`src/rtl/pcl_pkg.sv`:
```
// ----------------------------------------------------------------------------
// pcl_pkg: shared types and constants of the PI current loop
// Field types, stage words passed between the pipeline stages, mode and
// drive-action codes, register indexes and loop limits.
// ----------------------------------------------------------------------------
package pcl_pkg;

	// Operating modes carried by each input word.
	typedef enum logic [1:0] {
		MODE_IDLE  = 2'd0,
		MODE_PWM   = 2'd1,
		MODE_TUNE  = 2'd2,
		MODE_TRACK = 2'd3
	} mode_t;

	// What the last stage does with the held drive.
	typedef enum logic [1:0] {
		ACT_ZERO   = 2'd0,
		ACT_MANUAL = 2'd1,
		ACT_LOOP   = 2'd2,
		ACT_HOLD   = 2'd3
	} act_t;

	// Configuration register indexes.
	localparam int CFG_INDEX_W = 2;
	localparam logic [CFG_INDEX_W-1:0] REG_PROP_GAIN     = 2'd0;
	localparam logic [CFG_INDEX_W-1:0] REG_INTEGRAL_GAIN = 2'd1;

	// Loop constants.
	localparam logic signed [9:0]  INTEG_LIMIT        = 10'sd500;
	localparam logic signed [11:0] SQUARE_HIGH_MA     = 12'sd200;
	localparam logic [4:0]         SQUARE_HALF_PERIOD = 5'd19;
	localparam logic signed [7:0]  DRIVE_LIMIT        = 8'sd100;
	localparam logic [11:0]        DUTY_FULL          = 12'd4000;
	localparam logic [5:0]         DUTY_STEP          = 6'(DUTY_FULL / 12'd100);

	// Input word as received.
	typedef struct packed {
		mode_t              mode;
		logic signed [12:0] sensed_ma;
		logic signed [11:0] reference_ma;
		logic signed [7:0]  manual_percent;
		logic               loop_enable;
		logic               log_enable;
	} in_word_t;

	// Word after the error and integral update.
	typedef struct packed {
		act_t               act;
		logic signed [13:0] err;
		logic signed [9:0]  integral;
		logic signed [7:0]  manual;
		logic signed [11:0] reference_used;
		logic               record;
	} err_word_t;

	// Word after the two gain products.
	typedef struct packed {
		act_t               act;
		logic signed [29:0] prod_p;
		logic signed [25:0] prod_i;
		logic signed [7:0]  manual;
		logic signed [11:0] reference_used;
		logic               record;
	} mac_word_t;

	// Result word.
	typedef struct packed {
		logic [11:0]        duty_count;
		logic               direction;
		logic signed [7:0]  drive_percent;
		logic signed [11:0] reference_used;
		logic               record_valid;
	} result_t;

endpackage

```
`src/rtl/pcl_err_stage.sv`:
```
// ----------------------------------------------------------------------------
// pcl_err_stage: error, integral and square-wave state
// Decodes the mode, forms the loop error, updates the clamped integral and
// the tune square reference, and registers the stage word.
// ----------------------------------------------------------------------------
module pcl_err_stage (
	input  logic                clk,
	input  logic                arst_n,
	input  logic                load,
	input  pcl_pkg::in_word_t   in_s1,
	output pcl_pkg::err_word_t  word_s2
);
	import pcl_pkg::*;

	logic signed [9:0]  integral_q;
	logic [4:0]         tick_q;
	logic               square_q;

	logic signed [9:0]  integral_d;
	logic [4:0]         tick_d;
	logic               square_d;
	logic [4:0]         tick_inc;
	logic signed [11:0] ref_sel;
	logic signed [13:0] err_c;
	logic signed [14:0] sum_c;
	logic signed [9:0]  integ_clamped;
	logic signed [7:0]  manual_c;
	err_word_t          word_d;

	always_comb begin
		ref_sel = (in_s1.mode == MODE_TUNE) ? (square_q ? SQUARE_HIGH_MA : 12'sd0)
			: in_s1.reference_ma;
		err_c = $signed({{2{ref_sel[11]}}, ref_sel})
			- $signed({in_s1.sensed_ma[12], in_s1.sensed_ma});
		sum_c = $signed({{5{integral_q[9]}}, integral_q}) + $signed({err_c[13], err_c});
		if (sum_c > $signed({{5{INTEG_LIMIT[9]}}, INTEG_LIMIT})) begin
			integ_clamped = INTEG_LIMIT;
		end else if (sum_c < -$signed({{5{INTEG_LIMIT[9]}}, INTEG_LIMIT})) begin
			integ_clamped = -INTEG_LIMIT;
		end else begin
			integ_clamped = sum_c[9:0];
		end
		if (in_s1.manual_percent > DRIVE_LIMIT) begin
			manual_c = DRIVE_LIMIT;
		end else if (in_s1.manual_percent < -DRIVE_LIMIT) begin
			manual_c = -DRIVE_LIMIT;
		end else begin
			manual_c = in_s1.manual_percent;
		end
		tick_inc = tick_q + 5'd1;
	end

	always_comb begin
		integral_d            = integral_q;
		tick_d                = tick_q;
		square_d              = square_q;
		word_d.act            = ACT_HOLD;
		word_d.err            = err_c;
		word_d.integral       = integ_clamped;
		word_d.manual         = manual_c;
		word_d.reference_used = 12'sd0;
		word_d.record         = 1'b0;
		case (in_s1.mode)
			MODE_IDLE: begin
				integral_d = 10'sd0;
				word_d.act = ACT_ZERO;
			end
			MODE_PWM: begin
				word_d.act = ACT_MANUAL;
			end
			MODE_TUNE: begin
				if (in_s1.loop_enable) begin
					integral_d            = integ_clamped;
					word_d.act            = ACT_LOOP;
					word_d.reference_used = ref_sel;
					word_d.record         = in_s1.log_enable;
					// The square reference flips after each half period of running ticks.
					if (tick_inc >= SQUARE_HALF_PERIOD) begin
						tick_d   = 5'd0;
						square_d = ~square_q;
					end else begin
						tick_d = tick_inc;
					end
				end else begin
					integral_d = 10'sd0;
					tick_d     = 5'd0;
				end
			end
			MODE_TRACK: begin
				if (in_s1.loop_enable) begin
					integral_d            = integ_clamped;
					word_d.act            = ACT_LOOP;
					word_d.reference_used = ref_sel;
					word_d.record         = in_s1.log_enable;
				end else begin
					integral_d = 10'sd0;
				end
			end
			default: begin
				word_d.act = ACT_HOLD;
			end
		endcase
	end

	always_ff @(posedge clk or negedge arst_n) begin
		if (!arst_n) begin
			integral_q <= 10'sd0;
			tick_q     <= 5'd0;
			square_q   <= 1'b0;
		end else if (load) begin
			integral_q <= integral_d;
			tick_q     <= tick_d;
			square_q   <= square_d;
		end
	end

	always_ff @(posedge clk) begin
		if (load) begin
			word_s2 <= word_d;
		end
	end

endmodule

```
`src/rtl/pcl_mac_stage.sv`:
```
// ----------------------------------------------------------------------------
// pcl_mac_stage: gain products
// Multiplies the error by the proportional gain and the integral by the
// integral gain, one multiplier each, and registers both products.
// ----------------------------------------------------------------------------
module pcl_mac_stage (
	input  logic                clk,
	input  logic                load,
	input  logic signed [15:0]  prop_gain,
	input  logic signed [15:0]  integral_gain,
	input  pcl_pkg::err_word_t  word_s2,
	output pcl_pkg::mac_word_t  word_s3
);
	import pcl_pkg::*;

	mac_word_t word_d;

	always_comb begin
		word_d.act            = word_s2.act;
		word_d.prod_p         = 30'(prop_gain) * 30'(word_s2.err);
		word_d.prod_i         = 26'(integral_gain) * 26'(word_s2.integral);
		word_d.manual         = word_s2.manual;
		word_d.reference_used = word_s2.reference_used;
		word_d.record         = word_s2.record;
	end

	always_ff @(posedge clk) begin
		if (load) begin
			word_s3 <= word_d;
		end
	end

endmodule

```
`src/rtl/pcl_drive_stage.sv`:
```
// ----------------------------------------------------------------------------
// pcl_drive_stage: drive saturation and duty conversion
// Sums the products, scales the Q23.8 sum toward zero, saturates it,
// updates the held drive and registers the result word.
// ----------------------------------------------------------------------------
module pcl_drive_stage (
	input  logic                clk,
	input  logic                arst_n,
	input  logic                load,
	input  pcl_pkg::mac_word_t  word_s3,
	output pcl_pkg::result_t    result_q
);
	import pcl_pkg::*;

	logic signed [7:0]  held_q;
	logic signed [30:0] acc_c;
	logic signed [30:0] biased_c;
	logic signed [22:0] quo_c;
	logic signed [7:0]  loop_drive;
	logic signed [7:0]  held_d;
	logic [7:0]         abs_c;
	logic [6:0]         mag_c;
	result_t            result_d;

	always_comb begin
		acc_c = $signed({word_s3.prod_p[29], word_s3.prod_p})
			+ $signed({{5{word_s3.prod_i[25]}}, word_s3.prod_i});
		// Adding 255 to a negative sum makes the shift truncate toward zero.
		biased_c = acc_c[30] ? (acc_c + 31'sd255) : acc_c;
		quo_c    = biased_c[30:8];
		if (quo_c > $signed({{15{DRIVE_LIMIT[7]}}, DRIVE_LIMIT})) begin
			loop_drive = DRIVE_LIMIT;
		end else if (quo_c < -$signed({{15{DRIVE_LIMIT[7]}}, DRIVE_LIMIT})) begin
			loop_drive = -DRIVE_LIMIT;
		end else begin
			loop_drive = quo_c[7:0];
		end

		case (word_s3.act)
			ACT_ZERO:   held_d = 8'sd0;
			ACT_MANUAL: held_d = word_s3.manual;
			ACT_LOOP:   held_d = loop_drive;
			ACT_HOLD:   held_d = held_q;
			default:    held_d = held_q;
		endcase

		abs_c = held_d[7] ? 8'(-held_d) : held_d;
		mag_c = abs_c[6:0];

		result_d.duty_count     = {5'd0, mag_c} * {6'd0, DUTY_STEP};
		result_d.direction      = ~held_d[7];
		result_d.drive_percent  = held_d;
		result_d.reference_used = word_s3.reference_used;
		result_d.record_valid   = word_s3.record;
	end

	always_ff @(posedge clk or negedge arst_n) begin
		if (!arst_n) begin
			held_q <= 8'sd0;
		end else if (load) begin
			held_q <= held_d;
		end
	end

	always_ff @(posedge clk) begin
		if (load) begin
			result_q <= result_d;
		end
	end

endmodule

```
`src/rtl/pi_current_loop_pwm.sv`:
```
// ----------------------------------------------------------------------------
// pi_current_loop_pwm: PI motor-current loop with anti-windup and PWM output
// Top level: stream ports, gain registers, input register and pipeline
// valid tracking around the error, product and drive stages.
// ----------------------------------------------------------------------------
// The block takes one control tick word per clock cycle while the output
// is not held back and returns one result word per tick, in order. The
// result word passes four registers after the tick is accepted: input
// register, error and integral stage, gain product stage, drive and result
// register. Each stage holds its word only while the next one is full, so a
// stalled output still lets earlier stages fill. The integral and the square
// reference are updated in the error stage, which keeps the loop state exact
// for ticks that follow directly. Gains must be written through the
// configuration channel only while no tick is in flight; not enforced here.
module pi_current_loop_pwm (
	input  logic        clk,
	input  logic        arst_n,

	input  logic        cfg_valid,
	output logic        cfg_ready,
	input  logic [1:0]  cfg_index,
	input  logic [15:0] cfg_data,

	input  logic        s_axis_tvalid,
	output logic        s_axis_tready,
	// mode[1:0], sensed_ma[14:2], reference_ma[26:15], manual_percent[34:27],
	// loop_enable[35], log_enable[36], zero fill[39:37]
	input  logic [39:0] s_axis_tdata,

	output logic        m_axis_tvalid,
	input  logic        m_axis_tready,
	// duty_count[11:0], direction[12], drive_percent[20:13],
	// reference_used[32:21], record_valid[33], zero fill[39:34]
	output logic [39:0] m_axis_tdata
);
	import pcl_pkg::*;

	logic signed [15:0] prop_gain_q;
	logic signed [15:0] integral_gain_q;

	in_word_t  in_s1;
	err_word_t word_s2;
	mac_word_t word_s3;
	result_t   result_q;

	logic v_s1;
	logic v_s2;
	logic v_s3;
	logic out_valid_q;
	logic go1;
	logic go2;
	logic go3;
	logic in_take;

	assign cfg_ready = 1'b1;

	always_ff @(posedge clk or negedge arst_n) begin
		if (!arst_n) begin
			prop_gain_q     <= 16'sd0;
			integral_gain_q <= 16'sd0;
		end else if (cfg_valid) begin
			case (cfg_index)
				REG_PROP_GAIN:     prop_gain_q     <= cfg_data;
				REG_INTEGRAL_GAIN: integral_gain_q <= cfg_data;
				default: begin
				end
			endcase
		end
	end

	// Each stage moves forward when the next one is empty or moving too.
	assign go3           = v_s3 & (~out_valid_q | m_axis_tready);
	assign go2           = v_s2 & (~v_s3 | go3);
	assign go1           = v_s1 & (~v_s2 | go2);
	assign s_axis_tready = ~v_s1 | go1;
	assign in_take       = s_axis_tvalid & s_axis_tready;

	always_ff @(posedge clk or negedge arst_n) begin
		if (!arst_n) begin
			v_s1        <= 1'b0;
			v_s2        <= 1'b0;
			v_s3        <= 1'b0;
			out_valid_q <= 1'b0;
		end else begin
			v_s1        <= in_take | (v_s1 & ~go1);
			v_s2        <= go1 | (v_s2 & ~go2);
			v_s3        <= go2 | (v_s3 & ~go3);
			out_valid_q <= go3 | (out_valid_q & ~m_axis_tready);
		end
	end

	always_ff @(posedge clk) begin
		if (in_take) begin
			in_s1.mode           <= mode_t'(s_axis_tdata[1:0]);
			in_s1.sensed_ma      <= s_axis_tdata[14:2];
			in_s1.reference_ma   <= s_axis_tdata[26:15];
			in_s1.manual_percent <= s_axis_tdata[34:27];
			in_s1.loop_enable    <= s_axis_tdata[35];
			in_s1.log_enable     <= s_axis_tdata[36];
		end
	end

	pcl_err_stage u_err (
		.clk     (clk),
		.arst_n  (arst_n),
		.load    (go1),
		.in_s1   (in_s1),
		.word_s2 (word_s2)
	);

	pcl_mac_stage u_mac (
		.clk           (clk),
		.load          (go2),
		.prop_gain     (prop_gain_q),
		.integral_gain (integral_gain_q),
		.word_s2       (word_s2),
		.word_s3       (word_s3)
	);

	pcl_drive_stage u_drive (
		.clk      (clk),
		.arst_n   (arst_n),
		.load     (go3),
		.word_s3  (word_s3),
		.result_q (result_q)
	);

	assign m_axis_tvalid = out_valid_q;
	assign m_axis_tdata  = {6'd0, result_q.record_valid, result_q.reference_used,
		result_q.drive_percent, result_q.direction, result_q.duty_count};

endmodule

```
`config.mk`:
```
export PLATFORM = sky130hd
export DESIGN_NAME = pi_current_loop_pwm
export DESIGN_NICKNAME = d
export VERILOG_FILES = /design/src/rtl/pcl_pkg.sv /design/src/rtl/pcl_err_stage.sv /design/src/rtl/pcl_mac_stage.sv /design/src/rtl/pcl_drive_stage.sv /design/src/rtl/pi_current_loop_pwm.sv
export SDC_FILE = /design/constraint.sdc
export NUM_CORES = 1
export LEC_CHECK = 0
export BUFFER_PORTS_ARGS = -buffer_cell sky130_fd_sc_hd__buf_2
export CAP_MARGIN = 20
export CELL_PAD_IN_SITES_DETAIL_PLACEMENT = 1
export CELL_PAD_IN_SITES_GLOBAL_PLACEMENT = 1
export CORE_ASPECT_RATIO = 1.25
export CORE_MARGIN = 2
export CORE_UTILIZATION = 46
export CTS_CLUSTER_DIAMETER = 120
export DETAILED_ROUTE_END_ITERATION = 16
export GPL_ROUTABILITY_DRIVEN = 1
export PLACE_DENSITY_LB_ADDON = 0.05
export SYNTH_ARGS = -nofsm -noshare
export SYNTH_HDL_FRONTEND = slang
export SYNTH_HIERARCHICAL = 1
export SYNTH_SLANG_ARGS = --single-unit
```
`constraint.sdc`:
```
create_clock -name clk -period 6.5 [get_ports clk]
set_input_delay 1.3 -clock clk [delete_from_list [all_inputs] [get_ports clk]]
set_output_delay 1.3 -clock clk [all_outputs]
set_load 0.005 [all_outputs]
```
==> run_results.csv, run 1 <==
group,metric,value,unit
timing,max_clock_freq,153,MHz
critical_path,cp-end-kind,"flip-flop",
cts,clk_latency,600,ps
status,violations,"negative setup slack",
timing,skew,12.2,ps
synth,ys_ff_latch,253,
cts,cts_made_buffers,31,
synth,ys_async_sr_fraction,0.237,
finish,fin_nets,3568,
cts,cts_num_sinks,253,
critical_path,crit_fanout,3,
drt,dr.pass1.iters,5,
timing,layout_setup_ws,-20.2,ps
hold_path,min_path_type,"reg -> reg",
die,die_h,278,um
finish,antenna_cells,0,
drt,antenna_left,0,
die,start_util,0.465,
synth,yosys_warnings,6,
critical_path,critPathMaxStageDelay,590,ps
synth,synthDistinctLibCells,103,
finish,n_fill_cell,6620,
drt,via_per_inst,5.36,
placement,place_hpwl,60.6,mm
flow_run,cap_violations,0,
synth,seq_area_frac_synth,0.263,
drt,vias,20000,
critical_path,crit_required,6840,ps
timing,final-hold-violation-count,0,
synth,synth-simple-area-share,0.149,
critical_path,slowest_stage,"or4_4",
synth,synth_mux_area_frac,0.0195,
die,die-area,62200,um2
synth,synth_xor_area_frac,0.0379,
critical_path,startpoint_type,"flip-flop",
global_routing,grt_first_pass_wirelength,121,mm
die,die_x,224,um
drt,wl_per_cell,19.8,um
timing,drv_slew,0,
synth,netlist_instances,2721,
synth,synth_compound_area_frac,0.0982,
timing,tightest_slew,959,ps
placement,gp_congestion,0.864,
cts,hold_buffers,0,
status,status,"finished with violations",
synth,synth_edf_count,193,
timing,fin_setup_tns,-20.2,ps
critical_path,crit_buf_inv,2,
drt,route.detailed.drc,0,
placement,portBuffers,92,
die,io_pins,106,
synth,synth_ff_type,"edfxtp_1",
synth,syn_area,27700,um2
finish,ff_latch_area,7310,um2
critical_path,crit_cells,29,
critical_path,r2r_cells,29,
cts,cts_root_buffer,"clkbuf_16",
cts,cts_tree,"built",
cts,clk_pin_slew,60,ps
global_routing,grt_max_degree,64,
critical_path,crit_family,"compound AO/OA/AOI/OAI gates",
synth,syn_area_per_cell,10.2,um2
die,coreArea,59600,um2
critical_path,worstPathArrival,6860,ps
global_routing,overflow,0,
timing,finalCritPeriodShare,1.00,
critical_path,crit_type,"reg -> reg",
global_routing,grt_pass1_vias,23000,
hold_path,whs_path_depth,0,
timing,min_period,6520,ps
finish,drive_above_1_share,0.161,
finish,syn2layout_area_growth,13.6,%
timing,rsz0062_at_grt,"yes",
drt,wirelength,73.8,mm
timing,slew-limit-headroom,0.361,
finish,multiInputGateArea,18600,um2
synth,synth_fa_ha_area_frac,0.354,
global_routing,antenna_found_initial,0,
finish,finish.utilization,0.529,
timing,finalSetupViolations,1,
critical_path,crit_top_cell,"a21oi_2",
cts,cts.htree.levels,1,
cts,clockBufferDepth,3,
drt,drt_iter0_drc,679,
synth,synth_top_family_by_area,"adder cells",
global_routing,grt_usage,0.245,
die,rows,100,
[cell usage after synthesis (all sizes together) (6+ instances only)]
library cell	n	area (um2)
edfxtp	193	5800
a21o	36	272
a21boi	7	52.6
a211o	6	52.6
nand4	18	134
dfrtp	60	1500
mux2	41	462
mux2i	8	80.1
fa	362	7250
and3	25	156
a21oi	101	528
o21ai	79	403
clkbuf	66	258
o31ai	8	101
o21a	17	128
nand3	33	165
a22oi	8	60.1
inv	459	1720
nor3	34	185
nand2	269	1010
nor4	13	87.6
o211ai	16	130
nand2b	28	175
and2	224	1410
a31oi	16	134
nor2	103	389
buf	26	163
o21bai	9	67.6
xnor2	72	638
a221oi	6	52.6
or2	6	37.5
a2111oi	6	109
ha	206	2580
nor2b	15	93.8
xor2	47	412
a211oi	19	153
or3	13	81.3
[sequential cells by signal, indices dropped and copies added, names as in the netlist, 5 cells and up]
register / count
u_err/tick_q: 5
in_s1: 37
prop_gain_q: 16
u_err/word_s2: 47
u_drive/held_q: 8
integral_gain_q: 16
u_err/integral_q: 10
u_drive/result_q: 30
u_mac/word_s3: 79
[worst paths after layout]
kind                                         from              endpoint  slack [ps]
worst max register to register  u_mac/word_s3[47]  u_drive/result_q[33]         -20
worst min-delay path            u_err/word_s2[46]     u_mac/word_s3[78]         410
worst max-delay path            u_mac/word_s3[47]  u_drive/result_q[33]         -20
worst min register to register  u_err/word_s2[46]     u_mac/word_s3[78]         410
min in group asynchronous                  arst_n     u_drive/held_q[4]         900
max in group asynchronous                  arst_n       prop_gain_q[12]        4880
[cell type report]
cell class	count	share of cell area
clock buffers	41	0.0265
multi-input cells	1924	0.592
inverters	459	0.0548
flip-flops and latches	253	0.232
clock inverters	17	0.00517
repair buffers	268	0.0589
well taps	765	0.0304
[layer usage]
metal  routed length (um)  global-route usage  vias up
li1                     -                   -     9313
met5                    0                   0        -
met1                29500               0.285    10300
met3                 1920              0.0251      122
met2                39600               0.463      271
met4                 2810              0.0925        0
[timing repair]
action | CTS | global route
endpoints found under the hold margin | 0 | 0
endpoints found under the setup margin | 5 | 16
pin swaps | 10 | 51
resized for setup | 24 | 61
buffers inserted | 7 | 31
[stage by stage]
| step | setup WS (ps) | instance area, um2 | cells | hold slack [ps] |
|---|---|---|---|---|
| final | -20.2 | 31500 | 3727 | 415 |
| after global routing | -355 | 31500 | 3727 | 422 |
| after CTS | 0.611 | 31000 | 3697 | 414 |
| after detailed placement | -281 | 29800 | 3632 | 406 |
| after global placement | 11.1 | 29800 | 3632 | 402 |
| after floorplan | 126 | 27700 | 2728 | 400 |
[logic make-up (layout without fill, tap and decap cells)]
family | after synthesis | after routing
AOI/OAI and AO/OA | 376 | 376
muxes | 49 | 49
adders and majority gates | 568 | 568
DFF | 253 | 253
xor gates and xnor gates | 119 | 119
and+or+nand+nor | 802 | 802
buffers and inverters | 551 | 785
other | 3 | 10
[layout by cell type (no fill, tap or decap), types with 9 or more instances in the layout]
master       n
o21ai_1     23
buf_2       94
ha_1       197
a211oi_1    15
xnor2_1     71
and3_1      25
nand2_1    266
nand2b_1    28
nand4_1     16
nor4_1       9
nor2b_1     14
inv_1      456
dfrtp_1     50
a21oi_2     13
mux2_2      41
edfxtp_1   193
o211ai_1    14
fa_1       360
nand3_1     32
buf_4      165
nor3_1      29
a21oi_1     86
a21o_1      35
conb_1      10
clkbuf_16   31
or3_1       13
dfrtp_2     10
o21bai_1     9
o21a_1      16
xor2_1      46
o21ai_0     51
and2_1     214
a31oi_1     11
nor2_1      97
Power of run 1 is not shown: default switching activity piles up to over one toggle a cycle in this logic, so the estimate is an artifact.
==> run 2: changes to the inputs <==
Settings changed: SKIP_LAST_GASP from default to 1.
==> run 2 against run 1 <==
Net effect:
- critical path depth is the same
- setup slack gained 8.1 ps
- count of clock-buffer cells in the layout is the same
- wire length is essentially flat
- sequential share of layout area is essentially flat
- register-to-register slack is essentially flat
- maximum frequency grew 0.12%
- clock skew is essentially flat
- the run still ends with negative setup slack left
- highest routed layer unchanged
==> run_results.csv, run 2 (same netlist as run 1, synthesis figures left out) <==
group,metric,value,unit
global_routing,grt_max_degree,64,
critical_path,crit_type,"reg -> reg",
critical_path,worstPathArrival,6850,ps
flow_run,cap_violations,0,
finish,reg.largest.list,"u_mac/word_s3: 79 flops, u_err/word_s2: 47 flops, in_s1: 37 flops",
global_routing,grt_usage,0.245,
global_routing,use_met1,0.285,
finish,top_register,"u_mac/word_s3",
cts,clockBufferDepth,3,
drt,route.detailed.drc,0,
hold_path,hold_path_end,"u_mac/word_s3[78]",
die,start_util,0.465,
global_routing,grt_first_pass_wirelength,121,mm
cts,cts.htree.levels,1,
finish,mostFrequentLayoutCell,"inv_1",
finish,antenna_cells,0,
timing,finalCritPeriodShare,1.00,
critical_path,critPathMaxStageDelay,590,ps
hold_path,whs_path_depth,0,
cts,cts_made_buffers,31,
cts,hold_buffers,0,
timing,drv_slew,0,
global_routing,antenna_found_initial,0,
critical_path,crit_top_cell,"a21oi_2",
timing,finalSetupViolations,1,
global_routing,grt_use_met2,0.463,
finish,layout_common_cells,"inv_1 (456), fa_1 (360), nand2_1 (266)",
drt,wirelength,73.8,mm
drt,wl_per_cell,19.8,um
timing,max_clock_freq,154,MHz
cts,clk_pin_slew,60,ps
finish,fin_nets,3568,
critical_path,r2r-end,"u_drive/result_q[33]",
drt,antenna_left,0,
timing,layout_setup_ws,-12.2,ps
global_routing,overflow,0,
timing,rsz0062_at_grt,"yes",
global_routing,top_usage_layer,"met2",
timing,fin_setup_tns,-12.2,ps
finish,syn2layout_area_growth,13.6,%
status,violations,"negative setup slack",
die,coreArea,59600,um2
hold_path,hp-start,"u_err/word_s2[46]",
drt,vias,20000,
timing,min_period,6510,ps
die,io_pins,106,
timing,final-hold-violation-count,0,
critical_path,r2r_slack,-10,ps
die,rows,100,
placement,post_dp_cell_area,29800,um2
global_routing,grt_use_met3,0.0251,
placement,portBuffers,92,
critical_path,r2r-start,"u_mac/word_s3[47]",
finish,drive_above_1_share,0.160,
die,die_h,278,um
critical_path,cp-end-kind,"flip-flop",
placement,place_hpwl,60.6,mm
timing,tightest_slew,962,ps
hold_path,min_path_type,"reg -> reg",
timing,skew,12.3,ps
cts,cts_root_buffer,"clkbuf_16",
cts,clk_latency,600,ps
placement,dp_cells,3632,
critical_path,slowest_stage,"or4_4",
finish,final_area,31500,um2
cts,cts_num_sinks,253,
status,status,"finished with violations",
cts,cts_tree,"built",
die,die_x,224,um
critical_path,crit_required,6840,ps
drt,via_per_inst,5.36,
critical_path,startpoint_type,"flip-flop",
global_routing,grt_pass1_vias,23000,
timing,slew-limit-headroom,0.359,
drt,dr.pass1.iters,5,
die,die-area,62200,um2
drt,drt_iter0_drc,687,
finish,largest_register_ffs,79,
placement,gp_congestion,0.864,
placement,post-place-ws,-281,ps
finish,stdcell_count,3727,
critical_path,r2r_cells,29,
critical_path,crit_fanout,3,
run 2: cell counts in the layout (fill, tap and decap cells not counted):
Identical to the previous run, type by type.
run 2: worst max-delay path by stage:
stage / to / from / slack [ps]
after detailed placement: u_drive/result_q[33] / u_mac/word_s3[21] / -280
final: u_drive/result_q[33] / u_mac/word_s3[47] / -10
after global routing: u_drive/result_q[33] / u_mac/word_s3[47] / -350
after floorplan: u_mac/word_s3[74] / prop_gain_q[15] / 130
after CTS: u_drive/result_q[33] / u_mac/word_s3[21] / 0.6
after global placement: u_mac/word_s3[75] / prop_gain_q[10] / 10
run 2: cell type report:
class	instances	area, um2
tap	765	957
inverter	459	1730
timing repair buffer	268	1850
sequential	253	7310
clock inverter	17	163
fill	6619	28100
multi-input combinational	1924	18600
clock buffer	41	833
run 2: metrics by stage:
stage,utilization,hold WS (ps)
after floorplan,-,400
after global placement,0.501,402
after detailed placement,0.501,406
after CTS,0.520,414
after global routing,0.528,422
final,0.528,415
run 2: what timing repair did:
| item | in CTS | in global routing |
|---|---|---|
| hold endpoints to repair | 0 | 0 |
| cloned | 0 | 0 |
| pin swaps | 10 | 51 |
| resized for setup | 24 | 59 |
| setup buffers | 7 | 31 |
| setup endpoints to repair | 5 | 16 |
run 2: critical path, delay by kind of cell (launching register included):
kind,cells,cell delay [ps]
buffers and inverters,2,250
DFF,1,380
adders and majority gates,5,1460
and+or+nand+nor,4,970
AOI/OAI and AO/OA,14,2580
muxes,1,140
xor gates and xnor gates,3,470
run 2: per-layer routing:
metal  routed length [um]  vias up  part of all wire
met5                    0        -                 0
met4                 2800        0             0.038
met3                 1920      122             0.026
met2                39500      266              0.54
met1                29500    10300              0.40
li1                     -     9313                 -
Power of run 2 is left out for the same reason.
